[config.mk]
export PLATFORM = sky130hd
export DESIGN_NAME = fat_entry_locate_and_pack
export DESIGN_NICKNAME = d
export VERILOG_FILES = /design/src/design/fel_pkg.sv /design/src/design/fel_regs.sv /design/src/design/fel_front.sv /design/src/design/fel_back.sv /design/src/design/fat_entry_locate_and_pack.sv
export SDC_FILE = /design/constraint.sdc
export NUM_CORES = 2
export LEC_CHECK = 0
export BUFFER_PORTS_ARGS = -buffer_cell sky130_fd_sc_hd__buf_2
export CORE_MARGIN = 5
export CORE_UTILIZATION = 50
export DETAILED_ROUTE_END_ITERATION = 6
export HOLD_SLACK_MARGIN = 0.15
export PLACE_DENSITY = 0.8
export SLEW_MARGIN = 30
export SYNTH_ARGS = -nofsm -noshare
export SYNTH_HDL_FRONTEND = slang
export SYNTH_SLANG_ARGS = --single-unit
[constraint.sdc]
create_clock -name i_clk -period 15.7 [get_ports i_clk]
set_input_delay 3.14 -clock i_clk [delete_from_list [all_inputs] [get_ports i_clk]]
set_output_delay 3.14 -clock i_clk [all_outputs]
set_load 0.01 [all_outputs]
[src/design/fel_pkg.sv]
// Shared types, register codes and helper functions for the FAT entry locator.
// Used by every module of the block; has no dependencies of its own.
package fel_pkg;

    // FAT variant codes held in the fat_type register.
    localparam logic [1:0] FT_FAT12 = 2'd0;
    localparam logic [1:0] FT_FAT16 = 2'd1;
    localparam logic [1:0] FT_FAT32 = 2'd2;

    // Register indexes; register i sits at byte address 4*i.
    localparam logic [2:0] REG_FAT_TYPE        = 3'd0;
    localparam logic [2:0] REG_SECTOR_LOG2     = 3'd1;
    localparam logic [2:0] REG_RESERVED        = 3'd2;
    localparam logic [2:0] REG_FAT_COPIES      = 3'd3;
    localparam logic [2:0] REG_FAT_LENGTH      = 3'd4;
    localparam logic [2:0] REG_ROOT_ENTRIES    = 3'd5;
    localparam logic [2:0] REG_CLUSTER_SECTORS = 3'd6;

    localparam int ADDR_W = 5;
    localparam int DATA_W = 32;

    // Configuration as seen by the datapath.
    typedef struct packed {
        logic [1:0]  fat_type;
        logic [3:0]  sector_size_log2;
        logic [15:0] reserved_sectors;
        logic [7:0]  fat_copies;
        logic [31:0] fat_length_sectors;
        logic [15:0] root_entries;
        logic [7:0]  cluster_sectors;
    } t_cfg;

    // One accepted input beat.
    typedef struct packed {
        logic [27:0] cluster_number;
        logic [31:0] raw_word;
        logic [27:0] new_value;
    } t_item;

    // Values passed from the product and entry logic to the final add.
    typedef struct packed {
        logic [31:0] base_part;
        logic [31:0] prod_fat;
        logic [31:0] prod_clu;
        logic [31:0] fat_sector;
        logic [11:0] entry_byte_offset;
        logic        crosses_sector;
        logic [27:0] entry_value;
        logic [31:0] merged_word;
    } t_mid;

    // One result beat.
    typedef struct packed {
        logic [31:0] data_lba;
        logic [31:0] fat_sector;
        logic [11:0] entry_byte_offset;
        logic        crosses_sector;
        logic [27:0] entry_value;
        logic [31:0] merged_word;
    } t_result;

    // Clamp the sector size exponent to the supported 9..12 range.
    function automatic logic [3:0] eff_lg(input logic [3:0] lg);
        logic [3:0] r;
        if (lg < 4'd9) begin
            r = 4'd9;
        end else if (lg > 4'd12) begin
            r = 4'd12;
        end else begin
            r = lg;
        end
        return r;
    endfunction

    // Bytes per sector minus one for a clamped exponent.
    function automatic logic [11:0] sec_mask(input logic [3:0] lg);
        logic [12:0] m;
        m = (13'd1 << lg) - 13'd1;
        return m[11:0];
    endfunction

endpackage

[src/design/fel_regs.sv]
// APB-style configuration register file for the FAT entry locator.
// Depends on fel_pkg for the register codes and the configuration struct.
module fel_regs (
    input  logic                       i_clk,
    input  logic                       i_rst_n,
    input  logic                       psel,
    input  logic                       penable,
    input  logic                       pwrite,
    input  logic [fel_pkg::ADDR_W-1:0] paddr,
    input  logic [fel_pkg::DATA_W-1:0] pwdata,
    output logic [fel_pkg::DATA_W-1:0] prdata,
    output logic                       pready,
    output fel_pkg::t_cfg              o_cfg
);

    fel_pkg::t_cfg r_cfg;
    logic          wr_en;
    logic [2:0]    reg_idx;

    assign pready  = 1'b1;
    assign wr_en   = psel && penable && pwrite;
    assign reg_idx = paddr[fel_pkg::ADDR_W-1:2];
    assign o_cfg   = r_cfg;

    always_ff @(posedge i_clk) begin
        if (!i_rst_n) begin
            r_cfg.fat_type           <= fel_pkg::FT_FAT12;
            r_cfg.sector_size_log2   <= 4'd9;
            r_cfg.reserved_sectors   <= 16'd1;
            r_cfg.fat_copies         <= 8'd2;
            r_cfg.fat_length_sectors <= 32'd0;
            r_cfg.root_entries       <= 16'd0;
            r_cfg.cluster_sectors    <= 8'd1;
        end else if (wr_en) begin
            case (reg_idx)
                fel_pkg::REG_FAT_TYPE:        r_cfg.fat_type           <= pwdata[1:0];
                fel_pkg::REG_SECTOR_LOG2:     r_cfg.sector_size_log2   <= pwdata[3:0];
                fel_pkg::REG_RESERVED:        r_cfg.reserved_sectors   <= pwdata[15:0];
                fel_pkg::REG_FAT_COPIES:      r_cfg.fat_copies         <= pwdata[7:0];
                fel_pkg::REG_FAT_LENGTH:      r_cfg.fat_length_sectors <= pwdata;
                fel_pkg::REG_ROOT_ENTRIES:    r_cfg.root_entries       <= pwdata[15:0];
                fel_pkg::REG_CLUSTER_SECTORS: r_cfg.cluster_sectors    <= pwdata[7:0];
                default: begin
                end
            endcase
        end
    end

    always_comb begin
        case (reg_idx)
            fel_pkg::REG_FAT_TYPE:        prdata = 32'(r_cfg.fat_type);
            fel_pkg::REG_SECTOR_LOG2:     prdata = 32'(r_cfg.sector_size_log2);
            fel_pkg::REG_RESERVED:        prdata = 32'(r_cfg.reserved_sectors);
            fel_pkg::REG_FAT_COPIES:      prdata = 32'(r_cfg.fat_copies);
            fel_pkg::REG_FAT_LENGTH:      prdata = r_cfg.fat_length_sectors;
            fel_pkg::REG_ROOT_ENTRIES:    prdata = 32'(r_cfg.root_entries);
            fel_pkg::REG_CLUSTER_SECTORS: prdata = 32'(r_cfg.cluster_sectors);
            default:                      prdata = 32'd0;
        endcase
    end

endmodule

[src/design/fel_front.sv]
// Front half of the datapath: the two products, the FAT entry position and the entry pack.
// Depends on fel_pkg for the item, configuration and intermediate structs.
module fel_front (
    input  fel_pkg::t_cfg  i_cfg,
    input  fel_pkg::t_item i_item,
    output fel_pkg::t_mid  o_mid
);

    always_comb begin
        logic [3:0]  lg;
        logic [11:0] mask;
        logic        short_fat;
        logic [21:0] root_bytes;
        logic [21:0] root_secs;
        logic [31:0] cl_m2;
        logic [29:0] boff;
        logic [15:0] w;
        logic [27:0] cl;
        logic [27:0] nv;

        cl   = i_item.cluster_number;
        nv   = i_item.new_value;
        w    = i_item.raw_word[15:0];
        lg   = fel_pkg::eff_lg(i_cfg.sector_size_log2);
        mask = fel_pkg::sec_mask(lg);

        short_fat  = (i_cfg.fat_type == fel_pkg::FT_FAT12) ||
                     (i_cfg.fat_type == fel_pkg::FT_FAT16);
        root_bytes = {1'b0, i_cfg.root_entries, 5'd0} + {10'd0, mask};
        root_secs  = root_bytes >> lg;

        o_mid.base_part = 32'(i_cfg.reserved_sectors) +
                          (short_fat ? 32'(root_secs) : 32'd0);
        o_mid.prod_fat  = 32'(40'(i_cfg.fat_copies) * 40'(i_cfg.fat_length_sectors));

        // Clusters below two wrap before the multiply, as on a 32-bit machine.
        cl_m2          = 32'(cl) - 32'd2;
        o_mid.prod_clu = 32'(40'(cl_m2) * 40'(i_cfg.cluster_sectors));

        case (i_cfg.fat_type)
            fel_pkg::FT_FAT12: begin
                boff = 30'(cl) + 30'(cl >> 1);
                if (cl[0]) begin
                    o_mid.entry_value = 28'(w[15:4]);
                    o_mid.merged_word = 32'({nv[11:0], w[3:0]});
                end else begin
                    o_mid.entry_value = 28'(w[11:0]);
                    o_mid.merged_word = 32'({w[15:12], nv[11:0]});
                end
            end
            fel_pkg::FT_FAT16: begin
                boff              = {1'b0, cl, 1'b0};
                o_mid.entry_value = 28'(w);
                o_mid.merged_word = 32'(nv[15:0]);
            end
            default: begin
                // FAT32 and the unused code: top nibble of the raw word is reserved.
                boff              = {cl, 2'b00};
                o_mid.entry_value = i_item.raw_word[27:0];
                o_mid.merged_word = {i_item.raw_word[31:28], nv};
            end
        endcase

        o_mid.fat_sector        = 32'(i_cfg.reserved_sectors) + 32'(boff >> lg);
        o_mid.entry_byte_offset = boff[11:0] & mask;
        o_mid.crosses_sector    = (i_cfg.fat_type == fel_pkg::FT_FAT12) &&
                                  ((boff[11:0] & mask) == mask);
    end

endmodule

[src/design/fel_back.sv]
// Back half of the datapath: the data LBA sum and assembly of the result beat.
// Depends on fel_pkg for the intermediate and result structs.
module fel_back (
    input  fel_pkg::t_mid    i_mid,
    output fel_pkg::t_result o_res
);

    always_comb begin
        o_res.data_lba          = i_mid.base_part + i_mid.prod_fat + i_mid.prod_clu;
        o_res.fat_sector        = i_mid.fat_sector;
        o_res.entry_byte_offset = i_mid.entry_byte_offset;
        o_res.crosses_sector    = i_mid.crosses_sector;
        o_res.entry_value       = i_mid.entry_value;
        o_res.merged_word       = i_mid.merged_word;
    end

endmodule

[src/design/fat_entry_locate_and_pack.sv]
// FAT12/FAT16/FAT32 cluster locator and FAT entry packer. Each input beat carries a
// cluster number, the raw little-endian bytes read at its FAT entry and a new entry
// value; each produces exactly one result beat with the cluster's first data sector,
// the sector and byte offset of its FAT entry, a FAT12 sector-straddle flag, the
// extracted entry and the write-back word with the new value merged in. The block
// accepts one beat per clock cycle unless o_in_stall holds it back. An accepted beat
// is loaded into the input register, and a single combinational pass (a 32x8 multiply
// for the FAT area and one for the cluster offset, the entry position and pack, then
// the three-input add that forms the data LBA) computes its result, which is loaded
// into the result register when that register is free or its beat is taken. Beats stay
// in order, and a stalled output only holds the input back once both registers are
// full. Configuration is written through the APB-style port and must only change
// while no beat is in flight.
module fat_entry_locate_and_pack (
    input  logic                       i_clk,
    input  logic                       i_rst_n,
    // Configuration port.
    input  logic                       psel,
    input  logic                       penable,
    input  logic                       pwrite,
    input  logic [fel_pkg::ADDR_W-1:0] paddr,
    input  logic [fel_pkg::DATA_W-1:0] pwdata,
    output logic [fel_pkg::DATA_W-1:0] prdata,
    output logic                       pready,
    // Input channel.
    input  logic                       i_in_valid,
    output logic                       o_in_stall,
    input  logic [27:0]                i_cluster_number,
    input  logic [31:0]                i_raw_word,
    input  logic [27:0]                i_new_value,
    // Result channel.
    output logic                       o_out_valid,
    input  logic                       i_out_stall,
    output logic [31:0]                o_data_lba,
    output logic [31:0]                o_fat_sector,
    output logic [11:0]                o_entry_byte_offset,
    output logic                       o_crosses_sector,
    output logic [27:0]                o_entry_value,
    output logic [31:0]                o_merged_word
);

    fel_pkg::t_cfg    w_cfg;
    fel_pkg::t_item   r_s1;
    fel_pkg::t_mid    w_mid;
    fel_pkg::t_result r_out;
    fel_pkg::t_result n_out;
    logic             r_s1_valid;
    logic             r_out_valid;
    logic             out_en;
    logic             s1_en;

    fel_regs u_regs (
        .i_clk   (i_clk),
        .i_rst_n (i_rst_n),
        .psel    (psel),
        .penable (penable),
        .pwrite  (pwrite),
        .paddr   (paddr),
        .pwdata  (pwdata),
        .prdata  (prdata),
        .pready  (pready),
        .o_cfg   (w_cfg)
    );

    fel_front u_front (
        .i_cfg  (w_cfg),
        .i_item (r_s1),
        .o_mid  (w_mid)
    );

    fel_back u_back (
        .i_mid (w_mid),
        .o_res (n_out)
    );

    // Each register loads when it is empty or when the register after it moves,
    // so bubbles are squeezed out and a stall only reaches the input when both are full.
    assign out_en     = !r_out_valid || !i_out_stall;
    assign s1_en      = !r_s1_valid || out_en;
    assign o_in_stall = !s1_en;

    always_ff @(posedge i_clk) begin
        if (!i_rst_n) begin
            r_s1_valid  <= 1'b0;
            r_out_valid <= 1'b0;
        end else begin
            if (s1_en) begin
                r_s1_valid <= i_in_valid;
            end
            if (out_en) begin
                r_out_valid <= r_s1_valid;
            end
        end
    end

    always_ff @(posedge i_clk) begin
        if (s1_en) begin
            r_s1.cluster_number <= i_cluster_number;
            r_s1.raw_word       <= i_raw_word;
            r_s1.new_value      <= i_new_value;
        end
        if (out_en) begin
            r_out <= n_out;
        end
    end

    assign o_out_valid         = r_out_valid;
    assign o_data_lba          = r_out.data_lba;
    assign o_fat_sector        = r_out.fat_sector;
    assign o_entry_byte_offset = r_out.entry_byte_offset;
    assign o_crosses_sector    = r_out.crosses_sector;
    assign o_entry_value       = r_out.entry_value;
    assign o_merged_word       = r_out.merged_word;

`ifndef NO_ASSERTIONS
    // A beat in the input register that cannot move on must not be lost.
    a_s1_hold : assert property (@(posedge i_clk) disable iff (!i_rst_n)
        r_s1_valid && !out_en |=> r_s1_valid)
        else $error("input register beat dropped while blocked");

    // The input only stalls when both registers hold a beat.
    a_stall_full : assert property (@(posedge i_clk) disable iff (!i_rst_n)
        o_in_stall |-> r_s1_valid && r_out_valid)
        else $error("input stalled with a free pipeline slot");

    // Only FAT12 entries can straddle a sector boundary.
    a_cross_fat12 : assert property (@(posedge i_clk) disable iff (!i_rst_n)
        o_out_valid && o_crosses_sector |-> w_cfg.fat_type == fel_pkg::FT_FAT12)
        else $error("sector straddle flagged outside FAT12");

    // The entry offset always lies inside one sector.
    a_off_range : assert property (@(posedge i_clk) disable iff (!i_rst_n)
        o_out_valid |-> (o_entry_byte_offset &
            ~fel_pkg::sec_mask(fel_pkg::eff_lg(w_cfg.sector_size_log2))) == 12'd0)
        else $error("entry offset beyond the sector size");

    // FAT12 and FAT16 write-back words are sixteen bits wide.
    a_merge_width : assert property (@(posedge i_clk) disable iff (!i_rst_n)
        o_out_valid && (w_cfg.fat_type == fel_pkg::FT_FAT12 ||
            w_cfg.fat_type == fel_pkg::FT_FAT16) |-> o_merged_word[31:16] == 16'd0)
        else $error("upper half of a short write-back word is set");
`endif

endmodule

## Word level (Yosys, flattened, before mapping)

Index checks and enable logic that the tools add are counted.

- Register bits after elaboration: 313
- Bits in latches: 0
- Memory bits (writable): 0
- ROM bits: 0
- Output and inout bits: 172
- Logic and storage cells: 68
- Memories kept: 0

- $add $sub $neg: 8
- Multipliers: 2
- Divide/modulo/power cells: 0
- $lt $le $gt $ge: 2
- Equal/unequal tests: 8
- Shift-type cells: 3
- Muxes and demuxes: 7
- Bitwise logic cells: 1
- Reduce and logical (&&, ||, !) cells: 19

Operator list:

| cell | number |
|---|---|
| $pmux 32 s7 | 1 |
| $pmux 60 s2 | 1 |
| $add 16x32->32 | 2 |
| $add 32x32->32 | 2 |
| $pmux 30 s2 | 1 |
| $mux 44 | 1 |
| $mul 32x8->32 | 1 |
| $mul 8x32->32 | 1 |
| $shr 30x4->32 | 1 |
| $add 28x27->29 | 1 |
| $sub 28x2->29 const B | 1 |
| $add 21x12->22 | 1 |
| $mux 22 | 1 |
| $shr 22x4->22 | 1 |
| $reduce_and 2->1 | 7 |
| $and 12x12->12 | 1 |
| $eq 12x12->1 | 1 |
| $shl 1x4->12 const A | 1 |
| $sub 12x1->12 const B | 1 |
| $eq 3x3->1 const B | 3 |
| $mux 4 | 2 |
| $eq 3x2->1 const B | 2 |
| $gt 4x4->1 const B | 1 |
| $logic_not 1->1 | 4 |
| 7 further kinds | 11 |

## Longest topological paths before layout

- Word-level depth: 11
- Gate-level depth with buffers: 39

## Cells and area by module

From an unflattened synthesis, not the netlist that was laid out.

- Cell total of the unflattened synthesis: 3479
- Area total of the unflattened synthesis: 33210.6 um2

By module, submodules not included:

| module | times used | cells each | area an instance (um2) | sequential area each (um2) |
|---|---|---|---|---|
| fel_front | 1 | 2454 | 19294.8 | 0.0 |
| fat_entry_locate_and_pack | 1 | 233 | 6834.1 | 6796.5 |
| fel_regs | 1 | 418 | 3961.3 | 1721.7 |
| fel_back | 1 | 374 | 3120.5 | 0.0 |

## Worst setup path after synthesis

OpenSTA, ideal clock, no wires.

- Path type: input to output
- Start: in i_out_stall
- End: out o_in_stall
- Arrival: 5.819 ns
- Path slack: 6.741 ns
- Stages: 2
- Buffers on the path: 0
- Cells stage by stage: nand3_1 -> inv_1

- Cells in the longest elaborated chain, start to end: 4

RTL lines:

| what | line | source |
|---|---|---|
| start, declared | fat_entry_locate_and_pack.sv:33 | `input logic i_out_stall,` |
| $logic_not 1->1 | fat_entry_locate_and_pack.sv:78 | `assign out_en = !r_out_valid \|\| !i_out_stall;` |
| $logic_or 1x1->1 | fat_entry_locate_and_pack.sv:78 |  |
| $logic_or 1x1->1 | fat_entry_locate_and_pack.sv:79 | `assign s1_en = !r_s1_valid \|\| out_en;` |
| $logic_not 1->1 | fat_entry_locate_and_pack.sv:80 | `assign o_in_stall = !s1_en;` |
| end, declared | fat_entry_locate_and_pack.sv:27 | `output logic o_in_stall,` |

Every way passes these cells.

==> run summary <==
Buffers inserted to repair hold after CTS numbered 0. In the post-synthesis netlist, the biggest area contributors are sky130_fd_sc_hd__fa_1 (26%), sky130_fd_sc_hd__edfxtp_1 (22%), sky130_fd_sc_hd__ha_1 (6.5%). The aggregate global-route resource usage is 0.251. The worst clock skew on the final layout came out at 0.0144 ns. The worst setup path is launched from a register.

The final-report hold violation count is 0. The area growth from synthesis to final layout is 12.0%. The clock net sink count is 312. The largest net degree at the start of global routing is 89. Leaving out fill and tap cells, the most frequent cell in the layout is sky130_fd_sc_hd__nand2_1. The starting density of the core is 0.502. The number of enable flip-flop cells after synthesis is 224. The number of optimization iterations in the first detailed-route pass came out at 7.

Setup repair after global routing left no endpoint under its margin. The run finished, with violations left. Data arrives at the worst endpoint at 11.40 ns.

Data on the critical path is required at its endpoint by 16.04 ns. The die covers 66700 µm². The top flip-flop cell by instance count after synthesis is sky130_fd_sc_hd__edfxtp_1.

After synthesis, the share of flip-flops with an asynchronous set or reset is 0. The analysis attributes to cell leakage a power of 14.3 nW. The clock latency on the worst-skew pair is 0.59 ns. The min-delay analysis places its worst path in the category reg -> reg. The root buffer cell chosen for the clock tree is sky130_fd_sc_hd__clkbuf_16. The overall power is 2.54 mW. From left edge to right edge, the die measures 258 µm. From bottom edge to top edge, the die measures 258 µm. Using the TritonRoute via totals, the vias-per-cell ratio works out to 5.57. The power density of the placed cells came out at 73.6 nW/µm². The largest stage delay on the critical path came out at 0.77 ns. The total number of H-tree levels is 2. The synthesized instance count is 3137. The clock passes through at most 3 buffers. The number of setup buffers added after CTS came out at 0.

The clock transition at the registers of the reported paths is 0.06 ns. The type of the worst setup path is reg -> reg. The share of synthesized area occupied by flip-flops and latches came out at 0.275.

The total number of vias is 23.3k. The internal power component is 1.77 mW. The number of buffers added by the clock tree synthesis step is 39. The final setup TNS came out at 0 ns. The minimum setup slack after placement came out at 4.86 ns. The final worst slack came out at 4.63 ns.

The final worst-path cycle share came out at 0.705. In the final design database the tool counted 4068 nets. The number of register bits inferred by synthesis is 312. After detailed routing, the average wire length per cell comes to 20.2 µm. After global routing the overflow that remains totals 0. The area of the placeable core is 61400 µm². The share of total power dissipated in the clock network is 0.380. The cell area after synthesis is 30800 µm². The average instance in the mapped netlist occupies 9.83 µm². The fmax is 90.4 MHz. Summed over all nets, the half-perimeter wirelength after detailed placement is 67000 µm. The fraction of post-synthesis cell area in the top cell type by area came out at 0.264.

During I/O placement, the number of pins put on the boundary was 304. The first global-routing pass estimated 132000 µm of wire. The worst setup path is captured at a register.

The number of cell rows came out at 91. The number of placed instances with taps included came out at 4118. The via count of the first global-routing pass came out at 23.9k. The checks that failed: design-rule violations. Max-cap violations in this run came to 0. The transition time at the pin with the least slew margin came out at 1.11 ns. The total routed wirelength is 84700 µm. The critical path's slowest cell is sky130_fd_sc_hd__clkinv_1. The switching share of power is 0.303. The non-filler instance count after layout is 4194. For this block, the initial DRC count from the detailed router was 1901. After clock tree synthesis, the repair step resized 0 gates. Measured against its own limit, the worst slew margin works out to 0.254. The peak supply drop is 94.6 µV.

The number of pins with negative max-slew slack in the final report came out at 0. The part of the power in registers is 0.393. The DRC violation count after routing came out at 3.

The share of total power in combinational logic is 0.227. The count of distinct cell types in the synthesized netlist came out at 91. The post-layout minimum cycle time came out at 11.07 ns. The final-report setup violation count is 0. The number of warnings reported in the yosys synthesis log came out at 0. In the layout the commonest cells are sky130_fd_sc_hd__nand2_1 (514), sky130_fd_sc_hd__inv_1 (436), sky130_fd_sc_hd__fa_1 (407). The share of cells above drive strength 1 is 0.143. The count of buffers inserted at the top-level ports came out at 299. TritonCTS built the clock tree. The total net switching power is 770 µW.

The number of antenna violations at the first check in global routing was 7. The cell type with the highest aggregate area in the netlist is sky130_fd_sc_hd__fa_1. The placer's final routability congestion estimate is 0.952. The count of nets left with antenna violations once routing finished came out at 0. The peak fanout along the critical path came out at 19.
## logic make-up (layout without fill, tap and decap cells)
kind of cell / Yosys count / count (layout) / synth area share
simple gates: 988 / 988 / 0.152
mux: 87 / 87 / 0.0307
other cells: 2 / 28 / 0.000244
flops: 312 / 312 / 0.275
compound gates: 458 / 458 / 0.103
xor+xnor: 124 / 124 / 0.0355
buf+inv: 599 / 840 / 0.0740
fa+ha+maj: 567 / 567 / 0.329
## worst paths after layout
check | slack (ns) | to | cells past startpoint | from
worst min register to register | 0.50 | u_regs.o_cfg[14]$_SDFFE_PN0P_ | 2 | u_regs.o_cfg[14]$_SDFFE_PN0P_
worst min-delay path | 0.50 | u_regs.o_cfg[14]$_SDFFE_PN0P_ | 2 | u_regs.o_cfg[14]$_SDFFE_PN0P_
worst max register to register | 4.63 | o_data_lba[28]$_DFFE_PP_ | 33 | u_regs.o_cfg[83]$_SDFFE_PN1P_
worst max-delay path | 4.63 | o_data_lba[28]$_DFFE_PP_ | 33 | u_regs.o_cfg[83]$_SDFFE_PN1P_
## registers in the layout (all words and copies together), names as in the netlist
name / cells
r_s1_valid: 1
o_data_lba: 32
r_s1: 88
o_out_valid: 1
o_crosses_sector: 1
u_regs.o_cfg: 86
o_entry_value: 28
o_fat_sector: 31
o_merged_word: 32
o_entry_byte_offset: 12
## layout make-up
class                      count  area, µm²
inverter                     438       1640
sequential                   312       8490
timing repair buffer         330       1730
tap                          790        988
antenna                        4       10.0
multi-input combinational   2248      20300
fill                        5180      26800
clock buffer                  50       1070
clock inverter                22        318
## metal layers
metal,vias up,global-route usage,part of all wire
met5,-,0,0.00013
met4,2,0.0887,0.036
met3,190,0.0747,0.10
met2,1082,0.413,0.47
met1,11500,0.318,0.38
li1,10600,-,-
## power groups by stage
stage	combinational [mW]	sequential [mW]	clock, mW
3_3_place_gp	0.562	1.01	0
5_1_grt	0.636	1.01	1.02
3_5_place_dp	0.573	1.02	0
4_1_cts	0.575	0.999	0.988
2_1_floorplan	0.346	1.04	0
6_report	0.576	0.999	0.967
## metrics by stage
| step | instance area (µm²) | hold slack (ns) | utilization |
|---|---|---|---|
| finish | 34500 | 0.500 | 0.563 |
| global route | 34500 | 0.529 | 0.563 |
| CTS | 34500 | 0.495 | 0.562 |
| detailed placement | 33100 | 0.486 | 0.539 |
| global placement | 33000 | 0.476 | 0.538 |
| floorplan | 30900 | 0.452 | - |
## worst max-delay path: cells and delay by family, from the launching register on
family,cells,cell delay (ns)
and+or+nand+nor,5,1.74
AOI/OAI and AO/OA,15,4.09
DFF,1,0.47
buffers and inverters,5,1.26
adders and majority gates,7,3.15
xor gates and xnor gates,1,0.08
## cell usage after synthesis, types with 14 or more instances
library cell and n:
sky130_fd_sc_hd__a211oi_1 19, sky130_fd_sc_hd__a21boi_0 67, sky130_fd_sc_hd__a21o_1 28, sky130_fd_sc_hd__a21oi_1 103, sky130_fd_sc_hd__a31oi_1 15, sky130_fd_sc_hd__and2_1 221
sky130_fd_sc_hd__and3_1 14, sky130_fd_sc_hd__buf_1 16, sky130_fd_sc_hd__clkbuf_1 135, sky130_fd_sc_hd__dfxtp_1 88, sky130_fd_sc_hd__edfxtp_1 224, sky130_fd_sc_hd__fa_1 407
sky130_fd_sc_hd__ha_1 160, sky130_fd_sc_hd__inv_1 436, sky130_fd_sc_hd__mux2_2 30, sky130_fd_sc_hd__mux2i_1 54, sky130_fd_sc_hd__nand2_1 516, sky130_fd_sc_hd__nand2b_1 14
sky130_fd_sc_hd__nand3_1 34, sky130_fd_sc_hd__nor2_1 87, sky130_fd_sc_hd__nor2b_1 41, sky130_fd_sc_hd__nor3_1 21, sky130_fd_sc_hd__o211ai_1 17, sky130_fd_sc_hd__o21a_1 16
sky130_fd_sc_hd__o21ai_0 69, sky130_fd_sc_hd__xnor2_1 92, sky130_fd_sc_hd__xor2_1 31
Power figures use the tool's default switching activity.
